File: src/rtl/smqs_pkg.sv
// smqs_pkg: shared types, constants and decode tables for the stepper move queue sequencer
// no dependencies; imported by smqs_core, smqs_outbuf, smqs_checker and the top level
`default_nettype none

package smqs_pkg;

	localparam int QUEUE_DEPTH_DEF = 64;
	localparam int MOTOR_COUNT = 6;
	localparam int CODE_W = 5;
	localparam int KIND_W = 3;
	localparam int PEND_W = 7;
	localparam int CFG_DATA_W = 16;
	localparam int CFG_IDX_W = 2;

	localparam logic [CODE_W-1:0] MAX_CODE = 5'd18;
	localparam logic [MOTOR_COUNT-1:0] ALL_MOTORS = '1;

	localparam logic [15:0] HALF_PERIOD_RESET = 16'd300;
	localparam logic [15:0] GAP_RESET = 16'd10000;
	localparam logic [11:0] QUARTER_RESET = 12'd200;

	typedef enum logic [KIND_W-1:0] {
		KIND_TICK  = 3'd0,
		KIND_PUSH  = 3'd1,
		KIND_START = 3'd2,
		KIND_STOP  = 3'd3,
		KIND_CLEAR = 3'd4
	} kind_t;

	typedef enum logic [CFG_IDX_W-1:0] {
		CFG_HALF_PERIOD = 2'd0,
		CFG_GAP         = 2'd1,
		CFG_QUARTER     = 2'd2
	} cfg_reg_t;

	typedef struct packed {
		logic [KIND_W-1:0] kind;
		logic [CODE_W-1:0] move_code;
	} cmd_t;

	typedef struct packed {
		logic [MOTOR_COUNT-1:0] step_lines;
		logic [MOTOR_COUNT-1:0] dir_lines;
		logic [MOTOR_COUNT-1:0] enable_n_lines;
		logic                   running;
		logic                   busy_res;
		logic [PEND_W-1:0]      pending_moves;
		logic                   push_dropped;
	} rsp_t;

	// motor wired to each face: D 0, F 1, L 2, R 3, B 4, U 5
	function automatic logic [2:0] code_motor(input logic [CODE_W-1:0] code);
		logic [2:0] m;
		case (code)
			5'd1, 5'd2, 5'd3:    m = 3'd5;
			5'd4, 5'd5, 5'd6:    m = 3'd0;
			5'd7, 5'd8, 5'd9:    m = 3'd2;
			5'd10, 5'd11, 5'd12: m = 3'd3;
			5'd13, 5'd14, 5'd15: m = 3'd1;
			5'd16, 5'd17, 5'd18: m = 3'd4;
			default:             m = 3'd0;
		endcase
		return m;
	endfunction

	function automatic logic code_dir(input logic [CODE_W-1:0] code);
		logic d;
		case (code)
			5'd2, 5'd4, 5'd6, 5'd8, 5'd11, 5'd13,
			5'd15, 5'd16, 5'd18: d = 1'b1;
			default:             d = 1'b0;
		endcase
		return d;
	endfunction

	// half turns are the codes that are multiples of three
	function automatic logic code_half(input logic [CODE_W-1:0] code);
		logic h;
		case (code)
			5'd3, 5'd6, 5'd9, 5'd12, 5'd15, 5'd18: h = 1'b1;
			default:                                h = 1'b0;
		endcase
		return h;
	endfunction

	// motor index modulo the motor count, as a one-hot line mask
	function automatic logic [MOTOR_COUNT-1:0] motor_bit(input logic [2:0] motor);
		logic [MOTOR_COUNT-1:0] b;
		case (motor)
			3'd0:    b = 6'b000001;
			3'd1:    b = 6'b000010;
			3'd2:    b = 6'b000100;
			3'd3:    b = 6'b001000;
			3'd4:    b = 6'b010000;
			3'd5:    b = 6'b100000;
			3'd6:    b = 6'b000001;
			default: b = 6'b000010;
		endcase
		return b;
	endfunction

endpackage

`default_nettype wire

File: src/rtl/stepper_move_queue_sequencer.sv
// stepper_move_queue_sequencer: top level of the six-motor move queue sequencer
// depends on smqs_pkg, smqs_core (with smqs_ram) and smqs_outbuf
//
//   channel  signals                          flow
//   cmd      cmd_valid, cmd_stall, cmd        tick / push / start / stop / clear requests
//   rsp      rsp_valid, rsp_stall, rsp        one status request per cmd request
//   cfg      cfg_valid, cfg_ready, cfg_index, register writes, always ready
//            cfg_data
//
// one cmd request per clock while cmd_stall is low; its status is on rsp the
// following cycle unless rsp is held; the state update is a single registered pass;
// the queue head is prefetched from the move RAM so a move can start on any tick
// a result register and a skid register sit on rsp: a request taken while rsp is
// stalled fills the skid register, and cmd_stall stays high until rsp takes a request
// arst_n clears all control state and loads the register reset values, not the move RAM
`default_nettype none

module stepper_move_queue_sequencer #(
	parameter int QUEUE_DEPTH = smqs_pkg::QUEUE_DEPTH_DEF
) (
	input  wire logic                            clk,
	input  wire logic                            arst_n,
	input  wire logic                            cmd_valid,
	output logic                                 cmd_stall,
	input  wire smqs_pkg::cmd_t                  cmd,
	output logic                                 rsp_valid,
	input  wire logic                            rsp_stall,
	output smqs_pkg::rsp_t                       rsp,
	input  wire logic                            cfg_valid,
	output logic                                 cfg_ready,
	input  wire logic [smqs_pkg::CFG_IDX_W-1:0]  cfg_index,
	input  wire logic [smqs_pkg::CFG_DATA_W-1:0] cfg_data
);

	import smqs_pkg::*;

	logic accept;
	rsp_t result;

	assign cfg_ready = 1'b1;
	assign accept    = cmd_valid && !cmd_stall;

	smqs_core #(
		.QUEUE_DEPTH(QUEUE_DEPTH)
	) u_core (
		.clk      (clk),
		.arst_n   (arst_n),
		.cfg_we   (cfg_valid && cfg_ready),
		.cfg_index(cfg_index),
		.cfg_data (cfg_data),
		.accept   (accept),
		.cmd      (cmd),
		.result   (result)
	);

	smqs_outbuf u_outbuf (
		.clk      (clk),
		.arst_n   (arst_n),
		.accept   (accept),
		.result   (result),
		.cmd_stall(cmd_stall),
		.rsp_valid(rsp_valid),
		.rsp_stall(rsp_stall),
		.rsp      (rsp)
	);

endmodule

`default_nettype wire

File: src/rtl/smqs_ram.sv
// smqs_ram: generic single-write, single-read RAM with registered read data
// no dependencies
`default_nettype none

module smqs_ram #(
	parameter int WIDTH = 8,
	parameter int DEPTH = 64
) (
	input  wire logic                     clk,
	input  wire logic                     wr_en,
	input  wire logic [$clog2(DEPTH)-1:0] wr_addr,
	input  wire logic [WIDTH-1:0]         wr_data,
	input  wire logic [$clog2(DEPTH)-1:0] rd_addr,
	output logic      [WIDTH-1:0]         rd_data
);

	logic [WIDTH-1:0] mem_q [DEPTH];

	always_ff @(posedge clk) begin
		if (wr_en) begin
			mem_q[wr_addr] <= wr_data;
		end
		rd_data <= mem_q[rd_addr];
	end

endmodule

`default_nettype wire

File: src/rtl/smqs_core.sv
// smqs_core: configuration registers, move queue and motor phase sequencer
// depends on smqs_pkg and smqs_ram
`default_nettype none

module smqs_core #(
	parameter int QUEUE_DEPTH = smqs_pkg::QUEUE_DEPTH_DEF
) (
	input  wire logic                                clk,
	input  wire logic                                arst_n,
	input  wire logic                                cfg_we,
	input  wire logic [smqs_pkg::CFG_IDX_W-1:0]      cfg_index,
	input  wire logic [smqs_pkg::CFG_DATA_W-1:0]     cfg_data,
	input  wire logic                                accept,
	input  wire smqs_pkg::cmd_t                      cmd,
	output smqs_pkg::rsp_t                           result
);

	import smqs_pkg::*;

	localparam int CW = $clog2(QUEUE_DEPTH + 1);
	localparam int AW = $clog2(QUEUE_DEPTH);
	localparam logic [CW-1:0] DEPTH_C = CW'(QUEUE_DEPTH);

	typedef enum logic [1:0] {
		PH_IDLE,
		PH_HIGH,
		PH_LOW,
		PH_GAP
	} phase_t;

	logic [15:0]            half_q, gap_q;
	logic [11:0]            quarter_q;
	logic [CW-1:0]          qlen_q, qlen_d, slot_q, slot_d;
	logic                   run_q, run_d;
	phase_t                 phase_q, phase_d;
	logic [12:0]            steps_q, steps_d, steps_dec;
	logic [15:0]            tick_q, tick_d;
	logic [2:0]             motor_q, motor_d;
	logic [MOTOR_COUNT-1:0] dir_q, dir_d;
	logic                   byp_q;
	logic [CODE_W-1:0]      byp_data_q;

	logic [15:0]            hp;
	logic [11:0]            qs;
	logic [16:0]            tick_inc;
	logic                   hp_done, gap_done;
	logic [CODE_W-1:0]      head, rd_data;
	logic [MOTOR_COUNT-1:0] head_bit, cur_bit;
	logic                   wr_en, dropped;
	logic [AW-1:0]          wr_addr, rd_addr;
	logic                   rd_ok;
	logic [CW-1:0]          pend_full;

	smqs_ram #(
		.WIDTH(CODE_W),
		.DEPTH(QUEUE_DEPTH)
	) u_store (
		.clk    (clk),
		.wr_en  (wr_en),
		.wr_addr(wr_addr),
		.wr_data(cmd.move_code),
		.rd_addr(rd_addr),
		.rd_data(rd_data)
	);

	always_comb begin
		hp        = (half_q == 16'd0) ? 16'd1 : half_q;
		qs        = (quarter_q == 12'd0) ? 12'd1 : quarter_q;
		tick_inc  = {1'b0, tick_q} + 17'd1;
		hp_done   = tick_inc >= {1'b0, hp};
		gap_done  = tick_inc >= {1'b0, gap_q};
		// write in the same cycle as the head read: take the written code
		head      = byp_q ? byp_data_q : rd_data;
		head_bit  = motor_bit(code_motor(head));
		steps_dec = (steps_q != 13'd0) ? steps_q - 13'd1 : steps_q;
		wr_addr   = qlen_q[AW-1:0];

		qlen_d  = qlen_q;
		slot_d  = slot_q;
		run_d   = run_q;
		phase_d = phase_q;
		steps_d = steps_q;
		tick_d  = tick_q;
		motor_d = motor_q;
		dir_d   = dir_q;
		wr_en   = 1'b0;
		dropped = 1'b0;

		if (accept) begin
			case (cmd.kind)
				KIND_TICK: begin
					case (phase_q)
						PH_IDLE: begin
							if (run_q) begin
								if (slot_q < qlen_q) begin
									slot_d  = slot_q + CW'(1);
									motor_d = code_motor(head);
									dir_d   = code_dir(head) ? (dir_q | head_bit)
									                         : (dir_q & ~head_bit);
									steps_d = code_half(head) ? {qs, 1'b0} : {1'b0, qs};
									tick_d  = 16'd0;
									phase_d = PH_HIGH;
								end else begin
									// queue exhausted
									run_d = 1'b0;
								end
							end
						end
						PH_HIGH: begin
							if (hp_done) begin
								phase_d = PH_LOW;
								tick_d  = 16'd0;
							end else begin
								tick_d = tick_inc[15:0];
							end
						end
						PH_LOW: begin
							if (hp_done) begin
								tick_d  = 16'd0;
								steps_d = steps_dec;
								if (steps_dec != 13'd0) begin
									phase_d = PH_HIGH;
								end else begin
									phase_d = (gap_q != 16'd0) ? PH_GAP : PH_IDLE;
								end
							end else begin
								tick_d = tick_inc[15:0];
							end
						end
						PH_GAP: begin
							if (gap_done) begin
								phase_d = PH_IDLE;
								tick_d  = 16'd0;
							end else begin
								tick_d = tick_inc[15:0];
							end
						end
						default: begin
							phase_d = PH_IDLE;
						end
					endcase
				end
				KIND_PUSH: begin
					if (cmd.move_code == '0 || cmd.move_code > MAX_CODE
					    || qlen_q >= DEPTH_C) begin
						dropped = 1'b1;
					end else begin
						wr_en  = 1'b1;
						qlen_d = qlen_q + CW'(1);
					end
				end
				KIND_START: begin
					run_d = 1'b1;
				end
				KIND_STOP: begin
					run_d = 1'b0;
				end
				KIND_CLEAR: begin
					qlen_d = '0;
					slot_d = '0;
				end
				default: begin
				end
			endcase
		end

		// prefetch the code at the next head slot
		rd_ok   = slot_d < DEPTH_C;
		rd_addr = rd_ok ? slot_d[AW-1:0] : '0;

		cur_bit   = motor_bit(motor_d);
		pend_full = (qlen_d > slot_d) ? qlen_d - slot_d : '0;

		result.step_lines     = (phase_d == PH_HIGH) ? cur_bit : '0;
		result.dir_lines      = dir_d;
		result.enable_n_lines = (phase_d == PH_HIGH || phase_d == PH_LOW)
		                        ? ~cur_bit : ALL_MOTORS;
		result.running        = run_d;
		result.busy_res       = phase_d != PH_IDLE;
		result.pending_moves  = PEND_W'(pend_full);
		result.push_dropped   = dropped;
	end

	always_ff @(posedge clk or negedge arst_n) begin
		if (!arst_n) begin
			half_q     <= HALF_PERIOD_RESET;
			gap_q      <= GAP_RESET;
			quarter_q  <= QUARTER_RESET;
			qlen_q     <= '0;
			slot_q     <= '0;
			run_q      <= 1'b0;
			phase_q    <= PH_IDLE;
			steps_q    <= '0;
			tick_q     <= '0;
			motor_q    <= '0;
			dir_q      <= '0;
			byp_q      <= 1'b0;
			byp_data_q <= '0;
		end else begin
			if (cfg_we) begin
				case (cfg_index)
					CFG_HALF_PERIOD: half_q    <= cfg_data;
					CFG_GAP:         gap_q     <= cfg_data;
					CFG_QUARTER:     quarter_q <= cfg_data[11:0];
					default: begin
					end
				endcase
			end
			qlen_q     <= qlen_d;
			slot_q     <= slot_d;
			run_q      <= run_d;
			phase_q    <= phase_d;
			steps_q    <= steps_d;
			tick_q     <= tick_d;
			motor_q    <= motor_d;
			dir_q      <= dir_d;
			byp_q      <= wr_en && rd_ok && (wr_addr == rd_addr);
			byp_data_q <= cmd.move_code;
		end
	end

endmodule

`default_nettype wire

File: src/rtl/smqs_outbuf.sv
// smqs_outbuf: result register plus skid register between the core and the result channel
// depends on smqs_pkg
`default_nettype none

module smqs_outbuf (
	input  wire logic           clk,
	input  wire logic           arst_n,
	input  wire logic           accept,
	input  wire smqs_pkg::rsp_t result,
	output logic                cmd_stall,
	output logic                rsp_valid,
	input  wire logic           rsp_stall,
	output smqs_pkg::rsp_t      rsp
);

	import smqs_pkg::*;

	logic skid_valid_q;
	rsp_t skid_q;
	logic take;

	assign cmd_stall = skid_valid_q;
	assign take      = rsp_valid && !rsp_stall;

	always_ff @(posedge clk or negedge arst_n) begin
		if (!arst_n) begin
			rsp_valid    <= 1'b0;
			skid_valid_q <= 1'b0;
		end else begin
			if (skid_valid_q) begin
				if (take) begin
					skid_valid_q <= 1'b0;
				end
			end else if (accept) begin
				if (rsp_valid && !take) begin
					skid_valid_q <= 1'b1;
				end else begin
					rsp_valid <= 1'b1;
				end
			end else if (take) begin
				rsp_valid <= 1'b0;
			end
		end
	end

	always_ff @(posedge clk) begin
		if (skid_valid_q) begin
			if (take) begin
				rsp <= skid_q;
			end
		end else if (accept) begin
			if (rsp_valid && !take) begin
				skid_q <= result;
			end else begin
				rsp <= result;
			end
		end
	end

endmodule

`default_nettype wire

File: config.mk
export PLATFORM = sky130hd
export DESIGN_NAME = stepper_move_queue_sequencer
export DESIGN_NICKNAME = d
export VERILOG_FILES = /design/src/rtl/smqs_pkg.sv /design/src/rtl/stepper_move_queue_sequencer.sv /design/src/rtl/smqs_ram.sv /design/src/rtl/smqs_core.sv /design/src/rtl/smqs_outbuf.sv
export SDC_FILE = /design/constraint.sdc
export NUM_CORES = 1
export LEC_CHECK = 0
export ABC_AREA = 0
export BUFFER_PORTS_ARGS = -buffer_cell sky130_fd_sc_hd__clkbuf_2
export CAP_MARGIN = 5
export CORE_MARGIN = 1.5
export CORE_UTILIZATION = 63
export CTS_CLUSTER_SIZE = 28
export DETAILED_ROUTE_END_ITERATION = 6
export GPL_ROUTABILITY_DRIVEN = 0
export PLACE_DENSITY = 0.8
export RECOVER_POWER = 50
export SLEW_MARGIN = 5
export SYNTH_ARGS = -nofsm -noshare
export SYNTH_HDL_FRONTEND = slang
export SYNTH_SLANG_ARGS = --single-unit
File: constraint.sdc
create_clock -name clk -period 6.4 [get_ports clk]
set_clock_uncertainty 0.15 [all_clocks]
set_input_delay 0.96 -clock clk [delete_from_list [all_inputs] [get_ports clk]]
set_output_delay 0.96 -clock clk [all_outputs]
set_load 0.02 [all_outputs]
Word-level counts from Yosys, hierarchy flattened. Memories as Yosys holds them, arrays and structs flattened. A register that Yosys moved wholly into a read port is not among the register bits. Index checks and enable logic that the tools add are counted.

Add/subtract/negate cells: 5. Order comparisons: 7. Eq/ne operators: 34. Muxes and demuxes: 83. Bitwise gates (word level): 5. Reductions and logical operators: 38.

Operator list (count): $mux 28 (4); $mux 16 (5); $mux 13 (5); $pmux 6 s5 (2); $mux 6 (9); $mux 7 (7); $pmux 16 s3 (1); $ge 17x16->1 (2); $mux 1 (29); $pmux 7 s2 (2); $pmux 13 s2 (1); $reduce_bool 13->1 (2); $eq 3x3->1 const B (7); $eq 3x2->1 const B (6); $mux 2 (9); $add 16x1->17 const B (1); $logic_not 16->1 (1); $reduce_bool 16->1 (1); $eq 5x4->1 const B (3); $mux 3 (5); $add 7x1->7 const B (2); $sub 13x1->13 const B (1); $logic_not 12->1 (1); $mux 12 (1); other kinds (35) (65).

Register bits: 163. RAM bits: 320. Memory bits (read-only): 224. Input port bits: 31. Output and inout port bits: 31. Word-level logic and storage cells: 205. Memories: 4.

Memory list: u_core.u_store.mem_q (depth 64, width 5, rd ports 1, clocked after memory_dff 1, wr ports 1, line smqs_ram.sv:17) `logic [WIDTH-1:0] mem_q [DEPTH];`; (no name shown) (depth 32, width 3, rd ports 1, clocked after memory_dff 0, wr ports 0, line smqs_pkg.sv:54) `case (code)`; (no name shown) (depth 32, width 3, rd ports 1, clocked after memory_dff 0, wr ports 0, line smqs_pkg.sv:54); (no name shown) (depth 32, width 1, rd ports 1, clocked after memory_dff 0, wr ports 0, line smqs_pkg.sv:68) `case (code)`.

Depth between registers and ports, before layout. Gate-level depths: netlist (run 1). An unclocked memory read counts as a cell.

Word-level depth: 16. Depth in mapped cells: 23. Mapped depth without buffers: 20.

Hierarchy. From an unflattened synthesis (run 1), not the netlist that was laid out.

Cells, all modules: 1484. Area total of the unflattened synthesis: 21989.8 um^2.

Modules (own cells, without submodules): smqs_ram (times used 1, cells each 610, area an instance 12768.5 um^2, seq. area each 9709.3 um^2); smqs_core (times used 1, cells each 772, area an instance 7068.0 um^2, seq. area each 2642.5 um^2); smqs_outbuf (times used 1, cells each 99, area an instance 2128.3 um^2, seq. area each 1731.7 um^2); stepper_move_queue_sequencer (times used 1, cells each 3, area an instance 25.0 um^2, seq. area each 0.0 um^2).

Worst setup path before layout (run 1). No wires, ideal clock.

Path type: reg2reg. Start: register u_core.qlen_q[4]. End: register u_outbuf.rsp[7] (netlist name). Setup time: 269 ps. Arrival time: 4410 ps. Required time: 5981 ps. Slack: 1572 ps. Stages on the path, launching flop included: 23. Buffers on the path: 5. Period minus slack after synthesis: 4828 ps. Cell sequence: dfrtp_1 > clkbuf_1 > inv_1 > ha_1 > a211oi_1 > nor2_1 > a211o_1 > buf_2 > o21ai_1 > and3_1 > clkbuf_1 > buf_1 > ha_1 > a21o_1 > a21o_1 > a21oi_1 > o21bai_1 > a21o_1 > nand2_1 > inv_1 > o22ai_1 > clkbuf_1 > o31ai_1.

Word-level cells in the longest chain between the ends: 11. Elaborated cells between the ends (all ways): 18. Classes of those cells: 2 x add/sub; 3 x order compare; 12 x mux; 1 x reduce/logical.

Ends and longest elaborated chain: start: declaration (line smqs_core.sv:33) `logic [CW-1:0] qlen_q, qlen_d, slot_q, slot_d;`; start signal: assignment (line smqs_core.sv:209) `qlen_q <= qlen_d;`; $lt 7x7->1 (line smqs_core.sv:95) `if (slot_q < qlen_q) begin`; $mux 7 (line smqs_core.sv:95); $mux 7 (line smqs_core.sv:94) `if (run_q) begin`; $mux 7 (line smqs_core.sv:92) `case (phase_q)`; $pmux 7 s2 (line smqs_core.sv:90) `case (cmd.kind)`; $mux 7 (line smqs_core.sv:89) `if (accept) begin`; $sub 7x7->7 or $gt 7x7->1 (tied branches) (line smqs_core.sv:172) `pend_full = (qlen_d > slot_d) ? qlen_d - slot_d : '0;`; $mux 7 * (line smqs_core.sv:172); $mux 28 * (line smqs_outbuf.sv:52) `if (rsp_valid && !take) begin`; $mux 28 * (line smqs_outbuf.sv:51) `end else if (accept) begin`; $mux 28 * (line smqs_outbuf.sv:47) `if (skid_valid_q) begin`.

Every way passes the cells marked *; elsewhere a longest branch is shown, timed or not. The select of a mux whose other input is x is not followed. A chain may end at the register's enable or synchronous reset.

Worst setup path after layout (run 1).
Start: register u_outbuf.skid_valid_q, in the netlist u_outbuf.cmd_stall. End: register u_outbuf.rsp[4] (netlist name).

Word-level cells in the longest chain between the ends: 8. Elaborated cells between the ends (all ways): 10. Classes of those cells: 1 x add/sub; 1 x order compare; 6 x mux; 2 x reduce/logical.

Ends and longest elaborated chain: start: declaration (line smqs_outbuf.sv:18) `logic skid_valid_q;`; start signal: assignment (line smqs_outbuf.sv:28) `skid_valid_q <= 1'b0;`; start signal: assignment (line smqs_outbuf.sv:32) `skid_valid_q <= 1'b0;`; start signal: assignment (line smqs_outbuf.sv:36) `skid_valid_q <= 1'b1;`; $logic_not 1->1 (line stepper_move_queue_sequencer.sv:41) `assign accept = cmd_valid && !cmd_stall;`; $logic_and 1x1->1 (line stepper_move_queue_sequencer.sv:41); $mux 7 (line smqs_core.sv:89); $sub 7x7->7 or $gt 7x7->1 (tied branches) (line smqs_core.sv:172); $mux 7 (line smqs_core.sv:172); $mux 28 (line smqs_outbuf.sv:52); $mux 28 (line smqs_outbuf.sv:51); $mux 28 * (line smqs_outbuf.sv:47).

Marked as above.

==> impl_metrics.env, run 1 <==
export IMPL_outcome="finished, violations left"
export IMPL_violations="capacitance limit, slew limit"
export IMPL_start_kind="flip-flop"
export IMPL_die_area_sq_um=37090
export IMPL_syn_num_nets=1961
export IMPL_n_antenna_cell=0
export IMPL_worstPathArrival_ps=5670
export IMPL_antenna_found_initial=0
export IMPL_slew_limit_headroom_pct=-140.4
export IMPL_cts_tree="done"
export IMPL_route_detailed_drc=0
export IMPL_slowest_delay_ps=1090
export IMPL_worstHoldStart="u_outbuf.skid_q[21]"
export IMPL_synth_area_leaders="edfxtp_1, dfrtp_1, mux2i_1"
export IMPL_reg2reg_depth=12
export IMPL_grt_pass1_wl_um=87440
export IMPL_postCtsSetupRepairBufs=0
export IMPL_ys_async_sr_fraction_pct=21.93
export IMPL_drt_iter0_drc=1981
export IMPL_numCtsBuffers=48
export IMPL_end_kind="flip-flop"
export IMPL_crit_chain="clkbuf_1 -> or4b_1 -> or2_1 -> or3_1 -> nor2_1 -> a211oi_1 -> ha_1 -> a21o_1 -> nand2_1 -> inv_1 -> o22ai_1 -> o31ai_1"
export IMPL_required_ps=6530
export IMPL_hold_class="flip-flop to flip-flop"
export IMPL_grt_overflow_total=0
export IMPL_max_freq_ghz=0.1808
export IMPL_crit_fanout=37
export IMPL_postCtsHoldBufs=0
export IMPL_fin_tns_setup_ps=0
export IMPL_p_leak_nw=9.831
export IMPL_period_needed_ps=5532
export IMPL_min_period_over_period_pct=86.44
export IMPL_synth_top_area_share_pct=49.86
export IMPL_fin_area_sq_um=25070
export IMPL_final_common_cell="edfxtp_1"
export IMPL_r2r_slack_ps=870
export IMPL_setup_viol=0
export IMPL_yosysTopAreaCell="edfxtp_1"
export IMPL_rows=69
export IMPL_synth_cells=1869
export IMPL_crit_type="flip-flop to flip-flop"
export IMPL_vias_per_cell=6.704
export IMPL_yosys_most_used_dff="edfxtp_1"
export IMPL_dp_cells=2328
export IMPL_cts_resized=0
export IMPL_postLayoutCoreUtil_pct=70.67
export IMPL_drt_pass1_iter_count=6
export IMPL_cap_viol_max_count=9
export IMPL_io_buffers=60
export IMPL_dp_hpwl_um=36220
export IMPL_rsz0062_at_grt="false"
export IMPL_syn_area_sq_um=22650
export IMPL_antenna_left=0
export IMPL_die_w_um=192.6
export IMPL_ys_ff_latch=488
export IMPL_synth_seq_area_share_pct=62.19
export IMPL_grt_pass1_vias=15610
export IMPL_place_area_sq_um=23470
export IMPL_clk_pin_slew_ps=60
export IMPL_num_io_pins=62
export IMPL_hold_slack_ps=360.5
export IMPL_final_hold_viol_count=0
export IMPL_fin_nets=2009
export IMPL_slew_viol_final=488
export IMPL_ir_worst_vdd_v=0.0003104
export IMPL_cts_max_path_buffers=3
export IMPL_nFillCells=2337
export IMPL_die_h_um=192.6
export IMPL_most_common_layout_cells="edfxtp_1, nand2_1, nor2_1, nand3_1, mux2i_1"
export IMPL_htree_num_levels=2
export IMPL_synth_edf_count=376
export IMPL_drt_wl_total_um=57280
export IMPL_track_usage_pct=31.26
export IMPL_syn_avg_cell_area_sq_um=12.12
export IMPL_p_per_area_nw_per_um2=346.4
export IMPL_core_area_sq_um=35480
export IMPL_yosys_warnings=0
export IMPL_clock_latency_ps=610
export IMPL_cts_root_buf="clkbuf_16"
export IMPL_r2r_start="u_outbuf.cmd_stall"
export IMPL_holdPathEnd="u_outbuf.rsp[21]"
export IMPL_yosysUniqueCellTypes=80
export IMPL_grt_start_max_net_pins=86
export IMPL_vias=16203
export IMPL_fin_cells=2417
export IMPL_holdPathStages=2
export IMPL_syn_to_final_growth_pct=10.72
export IMPL_clock_sinks=488
export IMPL_tightest_slew_ps=3606
export IMPL_drive_gt1_share_pct=12.12
export IMPL_start_util_pct=63.82
export IMPL_reg2reg_to="u_outbuf.rsp[4]"
export IMPL_wl_per_cell_um=23.70
export IMPL_crit_slowest_cell="clkbuf_1"
[metal layers]
layer / GRT usage (%) / vias to the layer above / wire length [um]
li1: - / 7099 / -
met1: 40.96 / 7812 / 21530
met2: 49.85 / 1073 / 26890
met3: 6.656 / 219 / 6149
met4: 15.12 / 0 / 2711
met5: 0 / - / 0
[registers in the layout, indices dropped and copies added (netlist names), 6 cells and up]
name / flops
u_core.quarter_q: 12
u_core.slot_q: 7
u_core.gap_q: 16
u_outbuf.skid_q: 28
u_core.dir_q: 6
u_core.steps_q: 13
u_outbuf.rsp: 28
u_core.u_store.mem_q: 320
u_core.qlen_q: 7
u_core.half_q: 16
u_core.tick_q: 16
[metrics by stage]
step                      power [W]  setup WS [ps]
final                      0.008687          867.8
after global routing       0.008985          490.5
after floorplan            0.005060           1572
after detailed placement   0.005683           1001
after global placement     0.005605           1115
after CTS                  0.008652           1122
[worst max-delay path by stage]
stage                        from          endpoint  slack [ps]  cells past startpoint
2_1_floorplan    u_core.qlen_q[4]   u_outbuf.rsp[7]        1570                     22
3_3_place_gp               cmd[3]   u_outbuf.rsp[7]        1110                     17
3_5_place_dp               cmd[3]   u_outbuf.rsp[3]        1000                     17
4_1_cts          u_core.tick_q[0]  u_outbuf.rsp[14]        1120                     17
5_1_grt        u_outbuf.cmd_stall   u_outbuf.rsp[4]         490                     12
6_report       u_outbuf.cmd_stall   u_outbuf.rsp[4]         870                     12
[cells in the mapped netlist, types with 9 or more instances]
library cell,number
a21oi_1,54
nand2_1,254
inv_1,66
nor3_1,22
mux2i_1,98
a31oi_1,21
buf_2,21
o2111ai_1,11
o31ai_1,24
nand2b_1,10
o21ai_1,12
mux2_2,55
clkbuf_1,56
or3_1,9
and2_1,9
edfxtp_1,376
nand4_1,35
nor2b_1,11
dfstp_2,12
xnor2_1,18
and3_1,28
ha_1,60
dfrtp_1,95
o21ai_0,52
nor4_1,20
nand3_1,99
a21o_1,12
a22o_1,19
nor2_1,135
[cell families after synthesis]
group                      Yosys count  share of synthesized area, %
AOI/OAI and AO/OA                  306                         9.475
xor gates and xnor gates            23                        0.8895
adders and majority gates           61                         3.403
buffers and inverters              161                         2.867
DFF                                488                         62.19
muxes                              159                         7.365
other                                1                       0.01656
and+or+nand+nor                    670                         13.80
[area by class of cell]
class	instances	area [sq um]	area share [%]
Timing Repair Buffer	88	500.5	1.996
Sequential cell	488	14080	56.17
Clock inverter	33	370.4	1.477
Multi-Input combinational cell	1220	7983	31.84
Clock buffer	56	1294	5.160
Tap cell	461	576.8	2.300
Inverter	71	266.5	1.063
[power breakdown]
| group | internal [W] | switching, W | leakage [nW] |
|---|---|---|---|
| sequential | 0.00366 | 0.000148 | 4.77 |
| clock | 0.00174 | 0.00126 | 0.829 |
| combinational | 0.000608 | 0.00127 | 4.23 |
| total | 0.00601 | 0.00267 | 9.83 |
[worst max-delay path: cells and delay by family (launching register included)]
family,cells,cell delay [ps]
adder cells (fa/ha/maj),1,440
AO/OA/AOI/OAI,4,2060
buffers and inverters,2,1130
AND/OR/NAND/NOR,5,1090
flip-flops,1,340
Note: power is estimated with default switching activity, not from simulation.
==> inputs of run 2 (changes only) <==
Settings changed: CORE_UTILIZATION 63 to 50, PLACE_DENSITY 0.8 to 0.66.
==> run 2 against run 1 <==
The run still ends with capacitance limit, slew limit left. Count of clock-buffer cells in the layout up 5. Combinational power about the same. Largest cell class unchanged. Setup slack better by 340 ps. Worst hold slack better by 2.3 ps. Sequential cell count is the same. Sequential share of layout area fell by 0.23 points. Global-route usage is 6.7 points lower. Critical path type unchanged. Non-clock buffer count increased by 3. Highest routed layer unchanged. Final cell count is 5.7% higher.
==> impl_metrics.env, run 2 (same netlist as run 1, synthesis figures left out) <==
export IMPL_io_buffers=60
export IMPL_met1_length_um=24030
export IMPL_wl_met2_um=26430
export IMPL_vias_per_cell=6.115
export IMPL_cts_root_buf="clkbuf_16"
export IMPL_met3WireLength_um=4350
export IMPL_crit_type="flip-flop to flip-flop"
export IMPL_drt_wl_total_um=56520
export IMPL_grt_start_max_net_pins=86
export IMPL_setup_ws_ps=1210
export IMPL_largest_registers="u_core.u_store.mem_q x320, u_outbuf.rsp x28, u_outbuf.skid_q x28"
export IMPL_start_kind="flip-flop"
export IMPL_track_usage_pct=24.56
export IMPL_p_leak_nw=9.797
export IMPL_crit_buf_inv=0
export IMPL_numCtsBuffers=50
export IMPL_seq_power_share_pct=44.9
export IMPL_internal_power_w=0.005852
export IMPL_power_frac_comb_pct=21.9
export IMPL_setup_viol=0
export IMPL_slew_limit_headroom_pct=-137.2
export IMPL_slew_viol_final=426
export IMPL_path_delay_family="simple AND/OR/NAND/NOR gates"
export IMPL_p_sw_w=0.002641
export IMPL_cts_tree="done"
export IMPL_postCtsSetupRepairBufs=0
export IMPL_die_w_um=215.8
export IMPL_grt_pass1_wl_um=88500
export IMPL_postCtsHoldBufs=0
export IMPL_dp_hpwl_um=36860
export IMPL_most_common_layout_cells="edfxtp_1, nand2_1, nor2_1, nand3_1, mux2i_1"
export IMPL_tightest_slew_ps=3558
export IMPL_die_h_um=215.8
export IMPL_end_kind="flip-flop"
export IMPL_top_register="u_core.u_store.mem_q"
export IMPL_crit_slowest_cell="o41ai_1"
export IMPL_rows=77
export IMPL_core_area_sq_um=44410
export IMPL_power_frac_clock_pct=33.2
export IMPL_register_area_sq_um=14080
export IMPL_n_antenna_cell=0
export IMPL_syn_to_final_growth_pct=11.18
export IMPL_cap_viol_max_count=7
export IMPL_antenna_left=0
export IMPL_largest_reg_flops=320
export IMPL_fin_cells=2555
export IMPL_crit_chain="and3_1 -> and3_1 -> and3_1 -> nand3_1 -> and2_1 -> or2_2 -> ha_1 -> nand4_1 -> a31o_2 -> a21oi_1 -> nor2_1 -> o41ai_1 -> a2111o_1 -> o2111ai_1 -> ha_1 -> nand3_1 -> mux2_2"
export IMPL_wl_per_cell_um=22.12
export IMPL_final_common_cell="edfxtp_1"
export IMPL_dp_cells=2461
export IMPL_clk_pin_slew_ps=70
export IMPL_drt_pass1_iter_count=5
export IMPL_num_io_pins=62
export IMPL_htree_num_levels=2
export IMPL_route_detailed_drc=0
export IMPL_outcome="finished, violations left"
export IMPL_fin_nets=2014
export IMPL_start_util_pct=50.99
export IMPL_period_needed_ps=5190
export IMPL_grt_overflow_total=0
export IMPL_rsz0062_at_grt="false"
export IMPL_ir_worst_vdd_v=0.0002124
export IMPL_min_period_over_period_pct=81.09
export IMPL_p_per_area_nw_per_um2=337.3
export IMPL_final_hold_viol_count=0
export IMPL_swShare_pct=31.10
export IMPL_max_freq_ghz=0.1927
export IMPL_fin_tns_setup_ps=0
export IMPL_cts_resized=0
export IMPL_clock_latency_ps=610
export IMPL_total_power_w=0.008493
export IMPL_die_area_sq_um=46580
export IMPL_multi_input_area_sq_um=7980
export IMPL_routed_top_layer="met4"
export IMPL_violations="capacitance limit, slew limit"
export IMPL_cp_common_cell="and3_1"
export IMPL_drive_gt1_share_pct=11.87
export IMPL_slowest_delay_ps=600
export IMPL_crit_fanout=8
export IMPL_vias=15625
export IMPL_clock_sinks=488
export IMPL_hold_class="flip-flop to flip-flop"
export IMPL_nFillCells=3674
export IMPL_grt_pass1_vias=15286
export IMPL_hold_slack_ps=362.9
export IMPL_antenna_found_initial=0
export IMPL_drt_iter0_drc=1720
export IMPL_cts_max_path_buffers=3
export IMPL_required_ps=6600
export IMPL_post_place_ws_ps=1213
export IMPL_worstPathArrival_ps=5390
run 2: area by class of cell:
cell class	count	area share, %
inverter	71	1.058
multi-input combinational	1220	31.70
clock buffer	61	5.173
clock inverter	32	1.083
timing repair buffer	91	2.112
tap	592	2.942
sequential	488	55.94
run 2: through the flow:
step | instance area [sq um] | utilization [%]
after global placement | 23650 | 53.24
after floorplan | 22650 | -
final | 25180 | 56.69
after detailed placement | 23650 | 53.24
after CTS | 25220 | 56.79
after global routing | 25180 | 56.69
run 2: per-layer routing:
layer / vias to the layer above / GRT usage, %
met3: 120 / 3.904
met2: 694 / 39.55
met4: 0 / 8.252
li1: 7114 / -
met1: 7697 / 34.07
met5: - / 0
run 2: worst reg2reg max path: stages (launching register included):
cell	delay, ps
dfrtp_1	420
and3_1	190
and3_1	230
and3_1	300
nand3_1	160
and2_1	200
or2_2	320
ha_1	310
nand4_1	110
a31o_2	240
a21oi_1	230
nor2_1	150
o41ai_1	600
a2111o_1	200
o2111ai_1	180
ha_1	490
nand3_1	140
mux2_2	300
run 2: path summary, 6_finish.rpt:
| check | slack [ps] | start | cells after the start | endpoint |
|---|---|---|---|---|
| min in group asynchronous | 1400 | arst_n | 1 | u_core.quarter_q[4] |
| hold reg to reg | 360 | u_core.dir_q[3] | 1 | u_core.dir_q[3] |
| setup reg to reg | 1210 | u_core.tick_q[2] | 17 | u_outbuf.rsp[14] |
| max in group asynchronous | 2120 | arst_n | 2 | u_core.qlen_q[0] |
| setup / recovery | 1210 | u_core.tick_q[2] | 17 | u_outbuf.rsp[14] |
| hold / removal | 360 | u_core.dir_q[3] | 1 | u_core.dir_q[3] |
run 2: power groups by stage:
| stage | Combinational (W) | Clock [W] | Sequential (W) |
|---|---|---|---|
| 2_1_floorplan | 0.00116 | 0 | 0.00390 |
| 3_5_place_dp | 0.00185 | 0 | 0.00386 |
| 3_3_place_gp | 0.00181 | 0 | 0.00386 |
| 6_report | 0.00186 | 0.00282 | 0.00381 |
| 5_1_grt | 0.00204 | 0.00299 | 0.00383 |
| 4_1_cts | 0.00186 | 0.00286 | 0.00380 |
==> inputs of run 3 (changes only) <==
Clock period 6.4 ns to 5 ns, I/O delays scaled along.
==> run 3 against run 2 <==
The flow still finishes with violations (capacitance limit, slew limit). Clock power increased by 27%. Routed wire length decreased by 0.79%. Fmax increased by 9.8%. Setup slack got worse by 940 ps. Die area unchanged. Via count about the same. Sequential cell count unchanged. Register-to-register slack got worse by 940 ps. First-iteration DRC count increased by 2.7%. Power increased by 28%. Critical endpoint is now u_outbuf.rsp[13].
==> impl_metrics.env, run 3 (same netlist as run 1, synthesis figures left out) <==
export IMPL_grt_start_max_net_pins=73
export IMPL_drive_gt1_share_pct=13.96
export IMPL_rsz0062_at_grt="false"
export IMPL_period_needed_ps=4726
export IMPL_crit_chain="and3_1 -> and3_1 -> nand3_1 -> nor2b_2 -> nand4_1 -> and2_1 -> or2_2 -> ha_1 -> a21o_1 -> a211o_1 -> o31ai_2 -> o41ai_4 -> a2111o_1 -> o2111ai_2 -> ha_4 -> nand3_1 -> mux2_2"
export IMPL_end_kind="flip-flop"
export IMPL_numCtsBuffers=50
export IMPL_clock_latency_ps=600
export IMPL_drt_iter0_drc=1766
export IMPL_post_place_ws_ps=-85.50
export IMPL_crit_type="flip-flop to flip-flop"
export IMPL_hold_class="primary input to flip-flop"
export IMPL_most_common_layout_cells="edfxtp_1, nand2_1, nor2_1, nand3_1, mux2i_1"
export IMPL_vias_per_cell=6.020
export IMPL_antenna_found_initial=1
export IMPL_grt_use_met1_pct=33.33
export IMPL_setup_ws_ps=274.2
export IMPL_outcome="finished, violations left"
export IMPL_r2r_start="u_core.tick_q[2]"
export IMPL_postCtsHoldBufs=0
export IMPL_min_period_over_period_pct=94.52
export IMPL_syn_to_final_growth_pct=12.89
export IMPL_p_leak_nw=10.01
export IMPL_vias=15640
export IMPL_cts_root_buf="clkbuf_16"
export IMPL_grtUsageMet2_pct=38.65
export IMPL_route_detailed_drc=0
export IMPL_drt_pass1_iter_count=6
export IMPL_max_freq_ghz=0.2116
export IMPL_antenna_left=0
export IMPL_rows=77
export IMPL_cap_viol_max_count=7
export IMPL_crit_buf_inv=0
export IMPL_dp_hpwl_um=37270
export IMPL_track_usage_pct=24.35
export IMPL_postLayoutCoreUtil_pct=57.56
export IMPL_n_antenna_cell=0
export IMPL_io_buffers=60
export IMPL_wl_per_cell_um=21.58
export IMPL_final_common_cell="edfxtp_1"
export IMPL_slew_limit_headroom_pct=-160.6
export IMPL_violations="capacitance limit, slew limit"
export IMPL_setup_viol=0
export IMPL_slowest_delay_ps=420
export IMPL_ir_worst_vdd_v=0.0003303
export IMPL_drt_wl_total_um=56070
export IMPL_slew_viol_final=408
export IMPL_num_io_pins=62
export IMPL_crit_end="u_outbuf.rsp[13]"
export IMPL_largest_registers="u_core.u_store.mem_q x320, u_outbuf.rsp x28, u_outbuf.skid_q x28"
export IMPL_die_area_sq_um=46580
export IMPL_met3_usage_pct=5.271
export IMPL_fin_nets=2056
export IMPL_reg2reg_depth=17
export IMPL_r2r_slack_ps=270
export IMPL_path_delay_family="simple AND/OR/NAND/NOR gates"
export IMPL_top_register="u_core.u_store.mem_q"
export IMPL_required_ps=5200
export IMPL_die_h_um=215.8
export IMPL_die_w_um=215.8
export IMPL_clock_sinks=488
export IMPL_cts_max_path_buffers=3
export IMPL_crit_slowest_cell="dfrtp_1"
export IMPL_largest_reg_flops=320
export IMPL_p_per_area_nw_per_um2=426.9
export IMPL_tightest_slew_ps=3909
export IMPL_total_power_w=0.01091
export IMPL_grt_pass1_vias=15373
export IMPL_start_util_pct=50.99
export IMPL_clk_pin_slew_ps=60
export IMPL_start_kind="flip-flop"
export IMPL_htree_num_levels=2
export IMPL_core_area_sq_um=44410
export IMPL_nFillCells=3662
export IMPL_grt_pass1_wl_um=88060
export IMPL_final_hold_viol_count=0
export IMPL_worstPathArrival_ps=4920
export IMPL_reg2reg_to="u_outbuf.rsp[13]"
export IMPL_cts_tree="done"
export IMPL_cp_depth=17
export IMPL_busiest_layer="met2"
export IMPL_crit_fanout=8
export IMPL_grt_overflow_total=0
export IMPL_crit_start="u_core.tick_q[2]"
## run 3: cell count changes in the layout (fill, tap and decap cells not counted), sizes merged
cell | previous run | this run
buf | 22 | 63
clkbuf | 130 | 133
clkinv | 25 | 24
bufinv | 3 | 2
clkinvlp | 1 | 2
## run 3: area by class of cell
| class | instances | area (sq um) | share of cell area [%] |
|---|---|---|---|
| clock buffers | 63 | 1343 | 5.251 |
| clock inverters | 31 | 217.7 | 0.8516 |
| inverters | 71 | 266.5 | 1.042 |
| multi-input cells | 1220 | 8044 | 31.46 |
| flip-flops and latches | 488 | 14080 | 55.09 |
| well taps | 592 | 740.7 | 2.897 |
| repair buffers | 133 | 870.8 | 3.406 |
## run 3: per-layer routing
metal / up-vias / part of all wire, % / wire length, um
met4: 2 / 3.0 / 1689
met2: 642 / 46 / 25970
li1: 7216 / - / -
met3: 119 / 8.1 / 4548
met1: 7661 / 43 / 23840
met5: - / 0.021 / 12
## run 3: worst min-delay path by stage
stage                              startpoint              endpoint  slack [ps]  cells past startpoint
after floorplan                        arst_n  u_core.byp_data_q[0]         300                      0
after global placement    u_outbuf.skid_q[17]      u_outbuf.rsp[17]         350                      2
after detailed placement      u_core.dir_q[2]       u_core.dir_q[2]         350                      1
after CTS                              arst_n      u_core.slot_q[2]         160                      1
after global routing             cfg_data[15]     u_core.half_q[15]         240                      3
final                            cfg_data[15]     u_core.half_q[15]         250                      3
## run 3: power by group
part           total, W  leakage, nW  switching [W]  internal [W]
logic           0.00246         4.47        0.00161      0.000848
clock network   0.00358        0.767        0.00156       0.00201
registers       0.00488         4.77       0.000196       0.00468
total            0.0109         10.0        0.00337       0.00754
## run 3: repair_timing
item | 4_1_cts | 5_1_grt
setup buffers | 0 | 1
endpoints found under the setup margin | 4 | 15
pin swaps | 0 | 1
resized for setup | 1 | 10
## run 3: worst min-delay path: cells and delay by family
| family | cells | cell delay [ps] |
|---|---|---|
| AOI/OAI and AO/OA | 1 | 60 |
| and+or+nand+nor | 1 | 50 |
| buffers and inverters | 1 | 90 |
## run 3: metrics by stage
step	hold WS [ps]	setup TNS [ps]	std cells	instance area, sq um
global placement	349.6	0	2503	24000
detailed placement	350.0	-293.7	2503	24000
floorplan	304.4	0	1869	22650
finish	245.8	0	2598	25570
global route	242.6	0	2598	25570
CTS	159.4	0	2597	25570
